**src/rtl/ddo_pkg.sv**
```systemverilog
// Shared types, constants and the arctangent table for the odometry core.
// No dependencies.
package ddo_pkg;

  localparam int CORDIC_STEPS_DEF  = 16;
  localparam int POS_FRAC_BITS_DEF = 8;
  localparam int ATAN_LEN          = 24;

  localparam logic [15:0] MM_PER_PULSE_RST   = 16'd8579;
  localparam logic [23:0] INV_WHEEL_BASE_RST = 24'd138655;
  localparam logic [29:0] TURN_PER_RAD       = 30'd683565276;
  localparam logic [33:0] CORDIC_GAIN        = 34'd652032874;

  localparam int MUL_W = 66;
  localparam int OPB_W = 34;

  localparam logic [7:0] REG_MM_PER_PULSE   = 8'd0;
  localparam logic [7:0] REG_INV_WHEEL_BASE = 8'd1;

  typedef struct packed {
    logic       start;
    logic       b_signed;
    logic [5:0] nbits;
  } mul_req_t;

  function automatic logic [31:0] atan_at(input logic [4:0] idx);
    logic [31:0] v;
    unique case (idx)
      5'd0:  v = 32'd536870912;
      5'd1:  v = 32'd316933406;
      5'd2:  v = 32'd167458907;
      5'd3:  v = 32'd85004756;
      5'd4:  v = 32'd42667331;
      5'd5:  v = 32'd21354465;
      5'd6:  v = 32'd10679838;
      5'd7:  v = 32'd5340245;
      5'd8:  v = 32'd2670163;
      5'd9:  v = 32'd1335087;
      5'd10: v = 32'd667544;
      5'd11: v = 32'd333772;
      5'd12: v = 32'd166886;
      5'd13: v = 32'd83443;
      5'd14: v = 32'd41722;
      5'd15: v = 32'd20861;
      5'd16: v = 32'd10430;
      5'd17: v = 32'd5215;
      5'd18: v = 32'd2608;
      5'd19: v = 32'd1304;
      5'd20: v = 32'd652;
      5'd21: v = 32'd326;
      5'd22: v = 32'd163;
      5'd23: v = 32'd81;
      default: v = 32'd0;
    endcase
    return v;
  endfunction

endpackage

```
**src/rtl/ddo_mul.sv**
```systemverilog
// Radix-2 shift-add multiplier, one multiplier bit per cycle.
// Depends on ddo_pkg (mul_req_t, widths).
module ddo_mul
  import ddo_pkg::*;
(
  input  logic                    clk,
  input  logic                    rst,
  input  mul_req_t                req,
  input  logic signed [MUL_W-1:0] a,
  input  logic [OPB_W-1:0]        b,
  output logic signed [MUL_W-1:0] prod,
  output logic                    busy,
  output logic                    done
);

  logic signed [MUL_W-1:0] acc;
  logic signed [MUL_W-1:0] a_sh;
  logic [OPB_W-1:0]        b_sh;
  logic [5:0]              cnt;
  logic                    bsg;
  logic                    last;

  assign last = (cnt == 6'd1);
  assign prod = acc;

  always_ff @(posedge clk) begin
    if (rst) begin
      busy <= 1'b0;
      done <= 1'b0;
    end else if (req.start) begin
      busy <= 1'b1;
      done <= 1'b0;
      acc  <= '0;
      a_sh <= a;
      b_sh <= b;
      cnt  <= req.nbits;
      bsg  <= req.b_signed;
    end else if (busy) begin
      // sign bit of a signed multiplier carries negative weight
      if (b_sh[0]) begin
        acc <= (last && bsg) ? acc - a_sh : acc + a_sh;
      end
      a_sh <= a_sh <<< 1;
      b_sh <= b_sh >> 1;
      cnt  <= cnt - 6'd1;
      if (last) begin
        busy <= 1'b0;
        done <= 1'b1;
      end
    end else begin
      done <= 1'b0;
    end
  end

endmodule

```
**src/rtl/ddo_cordic.sv**
```systemverilog
// Rotation-mode CORDIC, one micro-rotation per cycle, cos/sin in Q30.
// Depends on ddo_pkg (atan_at, CORDIC_GAIN).
module ddo_cordic
  import ddo_pkg::*;
#(
  parameter int STEPS = CORDIC_STEPS_DEF
) (
  input  logic               clk,
  input  logic               rst,
  input  logic               start,
  input  logic [31:0]        angle,
  output logic signed [33:0] cos_q,
  output logic signed [33:0] sin_q,
  output logic               busy,
  output logic               done
);

  localparam int NSTEP = (STEPS < ATAN_LEN) ? STEPS : ATAN_LEN;
  localparam logic [4:0] LAST_I = 5'(NSTEP - 1);

  logic signed [33:0] x, y, z;
  logic signed [33:0] xs, ys;
  logic [4:0]         i;
  logic               flip;
  logic               quad_flip;
  logic [31:0]        a2;

  assign quad_flip = (angle[31:30] == 2'd1) || (angle[31:30] == 2'd2);
  assign a2        = quad_flip ? (angle ^ 32'h8000_0000) : angle;
  assign xs        = x >>> i;
  assign ys        = y >>> i;
  assign cos_q     = flip ? -x : x;
  assign sin_q     = flip ? -y : y;

  always_ff @(posedge clk) begin
    if (rst) begin
      busy <= 1'b0;
      done <= 1'b0;
    end else if (start) begin
      busy <= 1'b1;
      done <= 1'b0;
      flip <= quad_flip;
      x    <= CORDIC_GAIN;
      y    <= '0;
      z    <= 34'(signed'(a2));
      i    <= '0;
    end else if (busy) begin
      if (!z[33]) begin
        x <= x - ys;
        y <= y + xs;
        z <= z - 34'(atan_at(i));
      end else begin
        x <= x + ys;
        y <= y - xs;
        z <= z + 34'(atan_at(i));
      end
      i <= i + 5'd1;
      if (i == LAST_I) begin
        busy <= 1'b0;
        done <= 1'b1;
      end
    end else begin
      done <= 1'b0;
    end
  end

endmodule

```
**src/rtl/diff_drive_odometry_core.sv**
```systemverilog
// Differential-drive odometry core: encoder deltas in, saturating pose out.
// Each item takes six passes of the bit-serial multiplier (16, 16, 24, 30, 34 and 34
// bits) with the serial CORDIC between the fourth and fifth; a new item is accepted
// only once the previous pose update is done (in_stall is high outside idle).
// Synchronous reset clears pose to zero and restores register defaults.
// Depends on ddo_pkg, ddo_mul, ddo_cordic.
module diff_drive_odometry_core
  import ddo_pkg::*;
#(
  parameter int CORDIC_STEPS  = CORDIC_STEPS_DEF,
  parameter int POS_FRAC_BITS = POS_FRAC_BITS_DEF
) (
  input  logic               clk,
  input  logic               rst,
  input  logic               in_valid,
  output logic               in_stall,
  input  logic signed [15:0] left_delta,
  input  logic signed [15:0] right_delta,
  output logic               out_valid,
  input  logic               out_stall,
  output logic signed [31:0] pos_x,
  output logic signed [31:0] pos_y,
  output logic [15:0]        heading,
  input  logic               cfg_valid,
  output logic               cfg_ready,
  input  logic [7:0]         cfg_index,
  input  logic [31:0]        cfg_data
);

  localparam int SH = 47 - POS_FRAC_BITS;
  localparam logic signed [MUL_W-1:0] RND = MUL_W'(1) <<< (SH - 1);

  localparam logic [3:0] S_IDLE = 4'd0;
  localparam logic [3:0] S_SUM  = 4'd1;
  localparam logic [3:0] S_DIF  = 4'd2;
  localparam logic [3:0] S_RAD  = 4'd3;
  localparam logic [3:0] S_TRN  = 4'd4;
  localparam logic [3:0] S_COR  = 4'd5;
  localparam logic [3:0] S_MX   = 4'd6;
  localparam logic [3:0] S_MY   = 4'd7;
  localparam logic [3:0] S_UPD  = 4'd8;

  logic [3:0]              state;
  logic [15:0]             mm_per_pulse;
  logic [23:0]             inv_wheel_base;
  logic signed [31:0]      x_acc, y_acc;
  logic [15:0]             heading_acc;
  logic signed [15:0]      l_q, r_q;
  logic signed [33:0]      sum_mm;
  logic [15:0]             step;
  logic [31:0]             mid;
  logic signed [31:0]      x_new, y_new;

  mul_req_t                mreq;
  logic signed [MUL_W-1:0] op_a;
  logic [OPB_W-1:0]        op_b;
  logic signed [MUL_W-1:0] prod;
  logic                    mul_busy, mul_done;
  logic                    cor_start, cor_busy, cor_done;
  logic signed [33:0]      cos_q, sin_q;

  logic [56:0]             t_step, t_mid;
  logic signed [MUL_W-1:0] d_scaled;
  logic signed [16:0]      lr_sum, lr_dif;

  function automatic logic signed [31:0] sat_add(input logic signed [31:0] acc,
                                                 input logic signed [MUL_W-1:0] d);
    logic signed [MUL_W:0] s;
    s = (MUL_W+1)'(acc) + (MUL_W+1)'(d);
    if (s > (MUL_W+1)'(32'sh7fff_ffff)) begin
      return 32'sh7fff_ffff;
    end else if (s < -(MUL_W+1)'(33'sh0_8000_0000)) begin
      return 32'sh8000_0000;
    end
    return s[31:0];
  endfunction

  ddo_mul u_mul (
    .clk  (clk),
    .rst  (rst),
    .req  (mreq),
    .a    (op_a),
    .b    (op_b),
    .prod (prod),
    .busy (mul_busy),
    .done (mul_done)
  );

  ddo_cordic #(.STEPS(CORDIC_STEPS)) u_cordic (
    .clk   (clk),
    .rst   (rst),
    .start (cor_start),
    .angle (mid),
    .cos_q (cos_q),
    .sin_q (sin_q),
    .busy  (cor_busy),
    .done  (cor_done)
  );

  assign in_stall  = (state != S_IDLE);
  assign cfg_ready = 1'b1;
  assign pos_x     = x_acc;
  assign pos_y     = y_acc;
  assign heading   = heading_acc;

  assign lr_sum   = 17'(left_delta) + 17'(right_delta);
  assign lr_dif   = 17'(r_q) - 17'(l_q);
  assign t_step   = prod[56:0] + (57'd1 << 39);
  assign t_mid    = prod[56:0] + (57'd1 << 24);
  assign d_scaled = (prod + RND) >>> SH;

  always_ff @(posedge clk) begin
    if (rst) begin
      state          <= S_IDLE;
      mm_per_pulse   <= MM_PER_PULSE_RST;
      inv_wheel_base <= INV_WHEEL_BASE_RST;
      x_acc          <= '0;
      y_acc          <= '0;
      heading_acc    <= '0;
      out_valid      <= 1'b0;
      mreq           <= '0;
      cor_start      <= 1'b0;
    end else begin
      mreq.start <= 1'b0;
      cor_start  <= 1'b0;
      if (out_valid && !out_stall) begin
        out_valid <= 1'b0;
      end
      if (cfg_valid) begin
        if (cfg_index == REG_MM_PER_PULSE) begin
          mm_per_pulse <= cfg_data[15:0];
        end else if (cfg_index == REG_INV_WHEEL_BASE) begin
          inv_wheel_base <= cfg_data[23:0];
        end
      end
      unique case (state)
        S_IDLE: begin
          if (in_valid) begin
            l_q   <= left_delta;
            r_q   <= right_delta;
            op_a  <= MUL_W'(lr_sum);
            op_b  <= OPB_W'(mm_per_pulse);
            mreq  <= '{start: 1'b1, b_signed: 1'b0, nbits: 6'd16};
            state <= S_SUM;
          end
        end
        S_SUM: begin
          if (mul_done) begin
            sum_mm <= prod[33:0];
            op_a   <= MUL_W'(lr_dif);
            mreq   <= '{start: 1'b1, b_signed: 1'b0, nbits: 6'd16};
            state  <= S_DIF;
          end
        end
        S_DIF: begin
          if (mul_done) begin
            op_a  <= MUL_W'(signed'(prod[33:0]));
            op_b  <= OPB_W'(inv_wheel_base);
            mreq  <= '{start: 1'b1, b_signed: 1'b0, nbits: 6'd24};
            state <= S_RAD;
          end
        end
        S_RAD: begin
          if (mul_done) begin
            op_a  <= MUL_W'(signed'(prod[57:16]));
            op_b  <= OPB_W'(TURN_PER_RAD);
            mreq  <= '{start: 1'b1, b_signed: 1'b0, nbits: 6'd30};
            state <= S_TRN;
          end
        end
        S_TRN: begin
          if (mul_done) begin
            step      <= t_step[55:40];
            mid       <= {heading_acc, 16'd0} + t_mid[56:25];
            cor_start <= 1'b1;
            state     <= S_COR;
          end
        end
        S_COR: begin
          if (cor_done) begin
            op_a  <= MUL_W'(sum_mm);
            op_b  <= cos_q;
            mreq  <= '{start: 1'b1, b_signed: 1'b1, nbits: 6'(OPB_W)};
            state <= S_MX;
          end
        end
        S_MX: begin
          if (mul_done) begin
            x_new <= sat_add(x_acc, d_scaled);
            op_b  <= sin_q;
            mreq  <= '{start: 1'b1, b_signed: 1'b1, nbits: 6'(OPB_W)};
            state <= S_MY;
          end
        end
        S_MY: begin
          if (mul_done) begin
            y_new <= sat_add(y_acc, d_scaled);
            state <= S_UPD;
          end
        end
        S_UPD: begin
          if (!out_valid || !out_stall) begin
            x_acc       <= x_new;
            y_acc       <= y_new;
            heading_acc <= heading_acc + step;
            out_valid   <= 1'b1;
            state       <= S_IDLE;
          end
        end
        default: state <= S_IDLE;
      endcase
    end
  end

`ifndef SYNTHESIS
  a_accept_starts: assert property (@(posedge clk) disable iff (rst)
    (in_valid && !in_stall) |=> (state == S_SUM && mreq.start))
    else $error("accepted item did not start the multiplier");
  a_mul_idle: assert property (@(posedge clk) disable iff (rst)
    (state == S_IDLE) |-> (!mul_busy && !cor_busy))
    else $error("arithmetic unit busy while idle");
  a_cor_state: assert property (@(posedge clk) disable iff (rst)
    cor_done |-> (state == S_COR))
    else $error("cordic finished outside its state");
  a_out_hold: assert property (@(posedge clk) disable iff (rst)
    (out_valid && out_stall) |=> $stable(x_acc) && $stable(heading_acc))
    else $error("pose changed while result stalled");
`endif

endmodule

```
**config.mk**
```make
export PLATFORM = sky130hd
export DESIGN_NAME = diff_drive_odometry_core
export DESIGN_NICKNAME = d
export VERILOG_FILES = /design/src/rtl/ddo_pkg.sv /design/src/rtl/ddo_mul.sv /design/src/rtl/ddo_cordic.sv /design/src/rtl/diff_drive_odometry_core.sv
export SDC_FILE = /design/constraint.sdc
export NUM_CORES = 2
export LEC_CHECK = 0
export BUFFER_PORTS_ARGS = -buffer_cell sky130_fd_sc_hd__clkbuf_2
export CORE_ASPECT_RATIO = 2
export CORE_MARGIN = 8
export CORE_UTILIZATION = 55
export CTS_CLUSTER_DIAMETER = 100
export DETAILED_ROUTE_END_ITERATION = 7
export PLACE_DENSITY = 0.72
export SETUP_SLACK_MARGIN = 0.2
export SYNTH_ARGS = -nofsm -noshare
export SYNTH_HDL_FRONTEND = slang
export SYNTH_SLANG_ARGS = --single-unit
```
**constraint.sdc**
```tcl
create_clock -name clk -period 14.4 [get_ports clk]
set_input_delay 2.16 -clock clk [delete_from_list [all_inputs] [get_ports clk]]
set_output_delay 2.16 -clock clk [all_outputs]
set_load 0.005 [all_outputs]
```
After elaboration in Yosys (flattened, before gate mapping)
Memories as Yosys holds them, arrays and structs flattened. A register that Yosys moved wholly into a read port is not among the register bits. Index checks and enable logic that the tools add are counted.

Register bits after elaboration: 697. ROM bits: 1920. Input bits: 77. Output and inout port bits: 83. Logic and storage cells: 213. Memories kept: 2.

Add/subtract/negate cells: 21. $lt $le $gt $ge: 4. Equality and inequality tests: 22. Shift-type cells: 2. Multiplexer cells: 87. Bitwise logic cells: 6. Reduce and logical (&&, ||, !) cells: 35.

Memories: (no name shown) (depth 32, bits a word 30, rd ports 1, clocked after memory_dff 1, wr ports 0, line ddo_pkg.sv:28) `unique case (idx)`; (no name shown) (depth 32, bits a word 30, rd ports 1, clocked after memory_dff 1, wr ports 0, line ddo_pkg.sv:28).

Operators with widths (number): $mux 66 (10); $mux 34 (16); $mux 32 (15); $pmux 66 s5 (1); $pmux 34 s5 (1); $add 34x34->34 (2); $neg 34->34 (2); $sshr 34x5->34 (2); $sub 34x34->34 (2); $add 32x27->33 (2); $add 66x40->66 const B (1); $add 66x66->66 (1); $gt 33x32->1 const B (2); $lt 33x32->1 const B (2); $sub 66x66->66 (1); $add 57x25->57 const B (1); $add 56x40->56 const B (1); $mux 8 (6); $pmux 8 s6 (1); $mux 4 (9); $pmux 4 s9 (1); $add 34x32->34 (1); $sub 34x32->34 (1); $add 32x32->32 (1); 35 further kinds (95).

Depth between registers and ports, before layout
Word-level depth: 9. Mapped depth: 30.

Cells and area by module
From an unflattened synthesis, not the netlist that was laid out.

Cells, all modules: 5628. Area total of the unflattened synthesis: 52545.4 sq um.

By module, submodules not included: diff_drive_odometry_core (instances 1, cells each 2180, area an instance 21470.6 sq um, sequential area each 10269.8 sq um); ddo_cordic (instances 1, cells each 2234, area an instance 18804.3 sq um, sequential area each 3883.7 sq um); ddo_mul (instances 1, cells each 1214, area an instance 12270.5 sq um, sequential area each 5235.0 sq um).

Worst setup path after synthesis
OpenSTA, ideal clock, no wires.

Kind: input port to flip-flop. From: in rst. To: reg u_mul.a_sh[0] (enable). Library setup time: 0.572 ns. Arrival: 7.180 ns. Path slack: 6.648 ns. Stages on the path: 4. Buffers on the path: 3. Cell sequence: clkbuf_1 -> clkbuf_1 -> clkbuf_1 -> nor2_1.

Word-level cells in the longest chain between the ends: 2.

Ends and longest elaborated chain: start: declaration (line diff_drive_odometry_core.sv:14) `input logic rst,`; $not 1->1 (no source line); $reduce_and 2->1 (no source line); end signal: assignment (line ddo_mul.sv:43) `a_sh <= a_sh <<< 1;`; end: declaration (line ddo_mul.sv:17) `logic signed [MUL_W-1:0] a_sh;`.

Every way passes these cells. A chain may end at the register's enable or synchronous reset.

Worst setup path in the final report
From: reg u_cordic.i[1]. To: reg u_cordic.y[33] (data pin).

Word-level cells in the longest chain between the ends: 4.

Ends and longest elaborated chain: start: declaration (line ddo_cordic.sv:23) `logic [4:0] i;`; start signal: assignment (line ddo_cordic.sv:57) `i <= i + 5'd1;`; $sshr 34x5->34 (*) (line ddo_cordic.sv:30) `assign xs = x >>> i;`; $add 34x34->34 or $sub 34x34->34 (tied branches) (line ddo_cordic.sv:50, ddo_cordic.sv:54); $mux 34 (*) (line ddo_cordic.sv:48) `if (!z[33]) begin`; $mux 34 (*) (line ddo_cordic.sv:47) `end else if (busy) begin`; end signal: assignment (line ddo_cordic.sv:50) `y <= y + xs;`; end signal: assignment (line ddo_cordic.sv:54) `y <= y - xs;`; end: declaration (line ddo_cordic.sv:21) `logic signed [33:0] x, y, z;`.

Every way passes the cells marked *; elsewhere a longest branch is shown, timed or not. The select of a mux whose other input is x is not followed.

==> impl_metrics.ini <==
[run_status]
status = finished, final reports clean

[job]
drv_cap = 0

[global_routing]
grt_pass1_wl_um = 266000
antenna_found_initial = 9
overflow = 0
grt_usage_pct = 33.8
grt_pass1_vias = 43900
grt_max_degree = 80

[sta]
rsz0062_at_grt = no
hold_violations = 0
tightest_slew_ns = 1.34
slew_headroom_pct = 9.85
fmax_mhz = 122
fin_crit_sh_pct = 56.8
setup_viol = 0
finClkSkew_ns = 0.0184
slew_violations = 0
hold_slack_ns = 0.459
period_minus_slack_ns = 8.18
finalSetupTns_ns = 0

[power_and_ir_drop]
pwr-share-seq_pct = 39.2
p_per_area_mw_per_mm2 = 135
p_sw_share_pct = 36.4
p_clk_share_pct = 25.9
vdd_ir_drop_max_mv = 0.130
switching_power_mw = 2.75
cellInternalPower_mw = 4.80
comb_power_share_pct = 34.9
p_leak_nw = 21.7

[detailed_routing]
wl_um = 181000
ant_nets = 0
drtIter0Drc = 3237
dr_total_vias = 44000
post_drt_via_cell_ratio = 6.52
route.detailed.drc = 0
drtPass1Iterations = 8
route.detailed.wl_per_inst_um = 26.9

[logic_synthesis]
synthAdderAreaFrac_pct = 8.58
synth_nets = 5897
synthSimpleGateAreaFrac_pct = 14.8
syn_area_sq_mm = 0.0520
muxShareOfSynthArea_pct = 8.74
syn_avg_cell_area_sq_um = 9.46
ys_warn_count = 0
synth-seq-area-share_pct = 37.3
ys.flop_type = edfxtp_1
synth_edf_count = 535
async_flop_share_pct = 0
synth_compound_area_share_pct = 17.8
synth_xor_area_share_pct = 8.92
ys_ff_latch = 701
synth_top_family_by_area = compound AO/OA/AOI/OAI gates
post_synth_num_cell_types = 101
synthCells = 5498

[clock_network]
cts_root_buf = clkbuf_16
post_cts_resized = 0
cts_tree = built
cts_setup_buffers = 0
clk_path_buf_depth = 3
cts.sinks = 701
clk_pin_slew_worst_paths_ns = 0.07
worstSkewPairLatency_ns = 0.69
holdBufCountCts = 0
cts_inserted_buffers = 69
htree_levels = 3

[worst_setup_path]
crit_fanout = 60
rr_startpoint = u_cordic.i[1]
required_ns = 14.81
r2r_slack_ns = 6.22
cp_data_arrival_time_ns = 8.58
cp-end-kind = register
r2r_end = u_cordic.y[33]
setup.worst_path.class = register to register
start_kind = register
reg2reg_depth = 24

[placement]
placed_cells = 6613
place_congestion = 1.03
numPortBuffers = 150
dp_hpwl_um = 136000

[layout]
area_growth_pct = 7.59
drive_above_1_share_pct = 11.7
final_common_cell = nand2_1
layout_common_cells = nand2_1, edfxtp_1, a21oi_1, nor2_1, o21ai_0
fin_nets = 5876
layoutNonFillerInstCount = 6749
fin_util_pct = 59.6

[floorplanning]
start_util_pct = 55.4
fp-row-count = 159
core_sq_mm = 0.0939
pin_count = 160
die-area_sq_mm = 0.105
die_height_um = 451
die_w_um = 233

[hold_path]
hold_start = inv_wheel_base[13]
holdPathEnd = inv_wheel_base[13]
min_path_type = register to register
min_path_cells = 2
## stage by stage
stage	total power [mW]	setup slack [ns]	area, sq um
4_1_cts	7.54	6.37	55900
5_1_grt	7.88	5.69	56000
6_report	7.54	6.22	56000
2_1_floorplan	4.77	6.65	52000
3_5_place_dp	5.58	6.41	53600
3_3_place_gp	5.52	6.41	53600
## worst max path at each step
| stage | startpoint | endpoint | slack [ns] | cells past startpoint |
|---|---|---|---|---|
| after global routing | u_cordic.i[1] | u_cordic.y[33] | 5.69 | 24 |
| after global placement | u_cordic.i[1] | u_cordic.y[33] | 6.41 | 24 |
| final | u_cordic.i[1] | u_cordic.y[33] | 6.22 | 24 |
| after floorplan | rst | u_mul.a_sh[0] | 6.65 | 4 |
| after detailed placement | u_cordic.i[1] | u_cordic.y[33] | 6.41 | 24 |
| after CTS | u_cordic.i[1] | u_cordic.y[33] | 6.37 | 24 |
## worst max-delay path, stage by stage (launching register included)
cell and delay (ns):
edfxtp_1 0.39, buf_4 0.68, buf_4 0.78, mux4_1 0.71, mux2_2 0.31, a22o_1 0.18
a211o_1 0.40, inv_1 0.15, ha_1 0.17, and3_1 0.20, and3_1 0.39, a21oi_1 0.14
xnor2_1 0.17, ha_1 0.37, a21oi_1 0.24, o21ai_0 0.21, a32o_1 0.30, a21o_1 0.16
a211oi_1 0.62, o2111ai_1 0.38, nand3_1 0.17, and3b_1 0.22, o21ai_0 0.23, xnor2_1 0.23
nor2_1 0.05
## logic make-up (layout without fill, tap and decap cells)
family,count (synthesis),in the layout
other,1,11
multiplexers,321,321
buffers and inverters,482,516
XOR/XNOR,530,530
flip-flops,701,701
AND/OR/NAND/NOR,1637,1637
AO/OA/AOI/OAI,1468,1468
adder cells (fa/ha/maj),358,358
## power by group through the flow
stage          Clock (mW)  Combinational (mW)  Sequential (mW)
2_1_floorplan           0                1.95             2.82
3_3_place_gp            0                2.54             2.98
3_5_place_dp            0                2.59             2.99
4_1_cts              1.98                2.61             2.95
5_1_grt              2.05                2.86             2.97
6_report             1.96                2.63             2.95
## layout make-up
class | count | area (sq um)
Multi-Input combinational cell | 4315 | 30700
Inverter | 166 | 626
Tap cell | 1207 | 1510
Sequential cell | 701 | 19400
Timing Repair Buffer | 224 | 1310
Fill cell | 8219 | 37900
Antenna cell | 10 | 25.0
Clock inverter | 40 | 475
Clock buffer | 86 | 1900
## Yosys cell counts, types with 50 or more instances
library cell,number,area (sq um)
a21oi_1,481,2410
and3_1,56,350
xnor2_1,280,2450
nand2_1,548,2060
o21ai_0,331,1660
nand3_1,106,531
nor3_1,89,445
clkbuf_1,229,860
inv_1,165,619
xor2_1,250,2190
o31ai_1,50,375
dfxtp_1,166,3320
ha_1,312,3900
a31oi_1,57,357
nor2_1,455,1710
nor2b_1,52,325
mux2_2,147,1660
a21o_1,139,1040
mux4_2,87,1960
mux2i_1,82,821
edfxtp_1,535,16100
nand2b_1,67,419
## state kept, by name (all words and copies together) (netlist names), 4 cells and up, named ones only
name	cells
inv_wheel_base	24
u_mul.prod	66
mid	32
mreq	6
u_cordic.i	5
u_cordic.z	34
pos_y	32
u_mul.cnt	6
u_cordic.x	34
x_new	32
op_b	34
mm_per_pulse	16
u_mul.a_sh	66
pos_x	32
state	4
op_a	42
u_cordic.y	34
l_q	16
step	16
u_mul.b_sh	34
r_q	16
sum_mm	34
y_new	32
heading	16
## metal layers
metal	vias up	global-route usage [%]	part of all wire, %
li1	20200	-	-
met1	21200	29.9	30
met2	1753	60.2	51
met3	827	6.66	5.9
met4	2	36.8	13
met5	-	0	0.0072
Note: power is estimated with default switching activity, not from simulation.
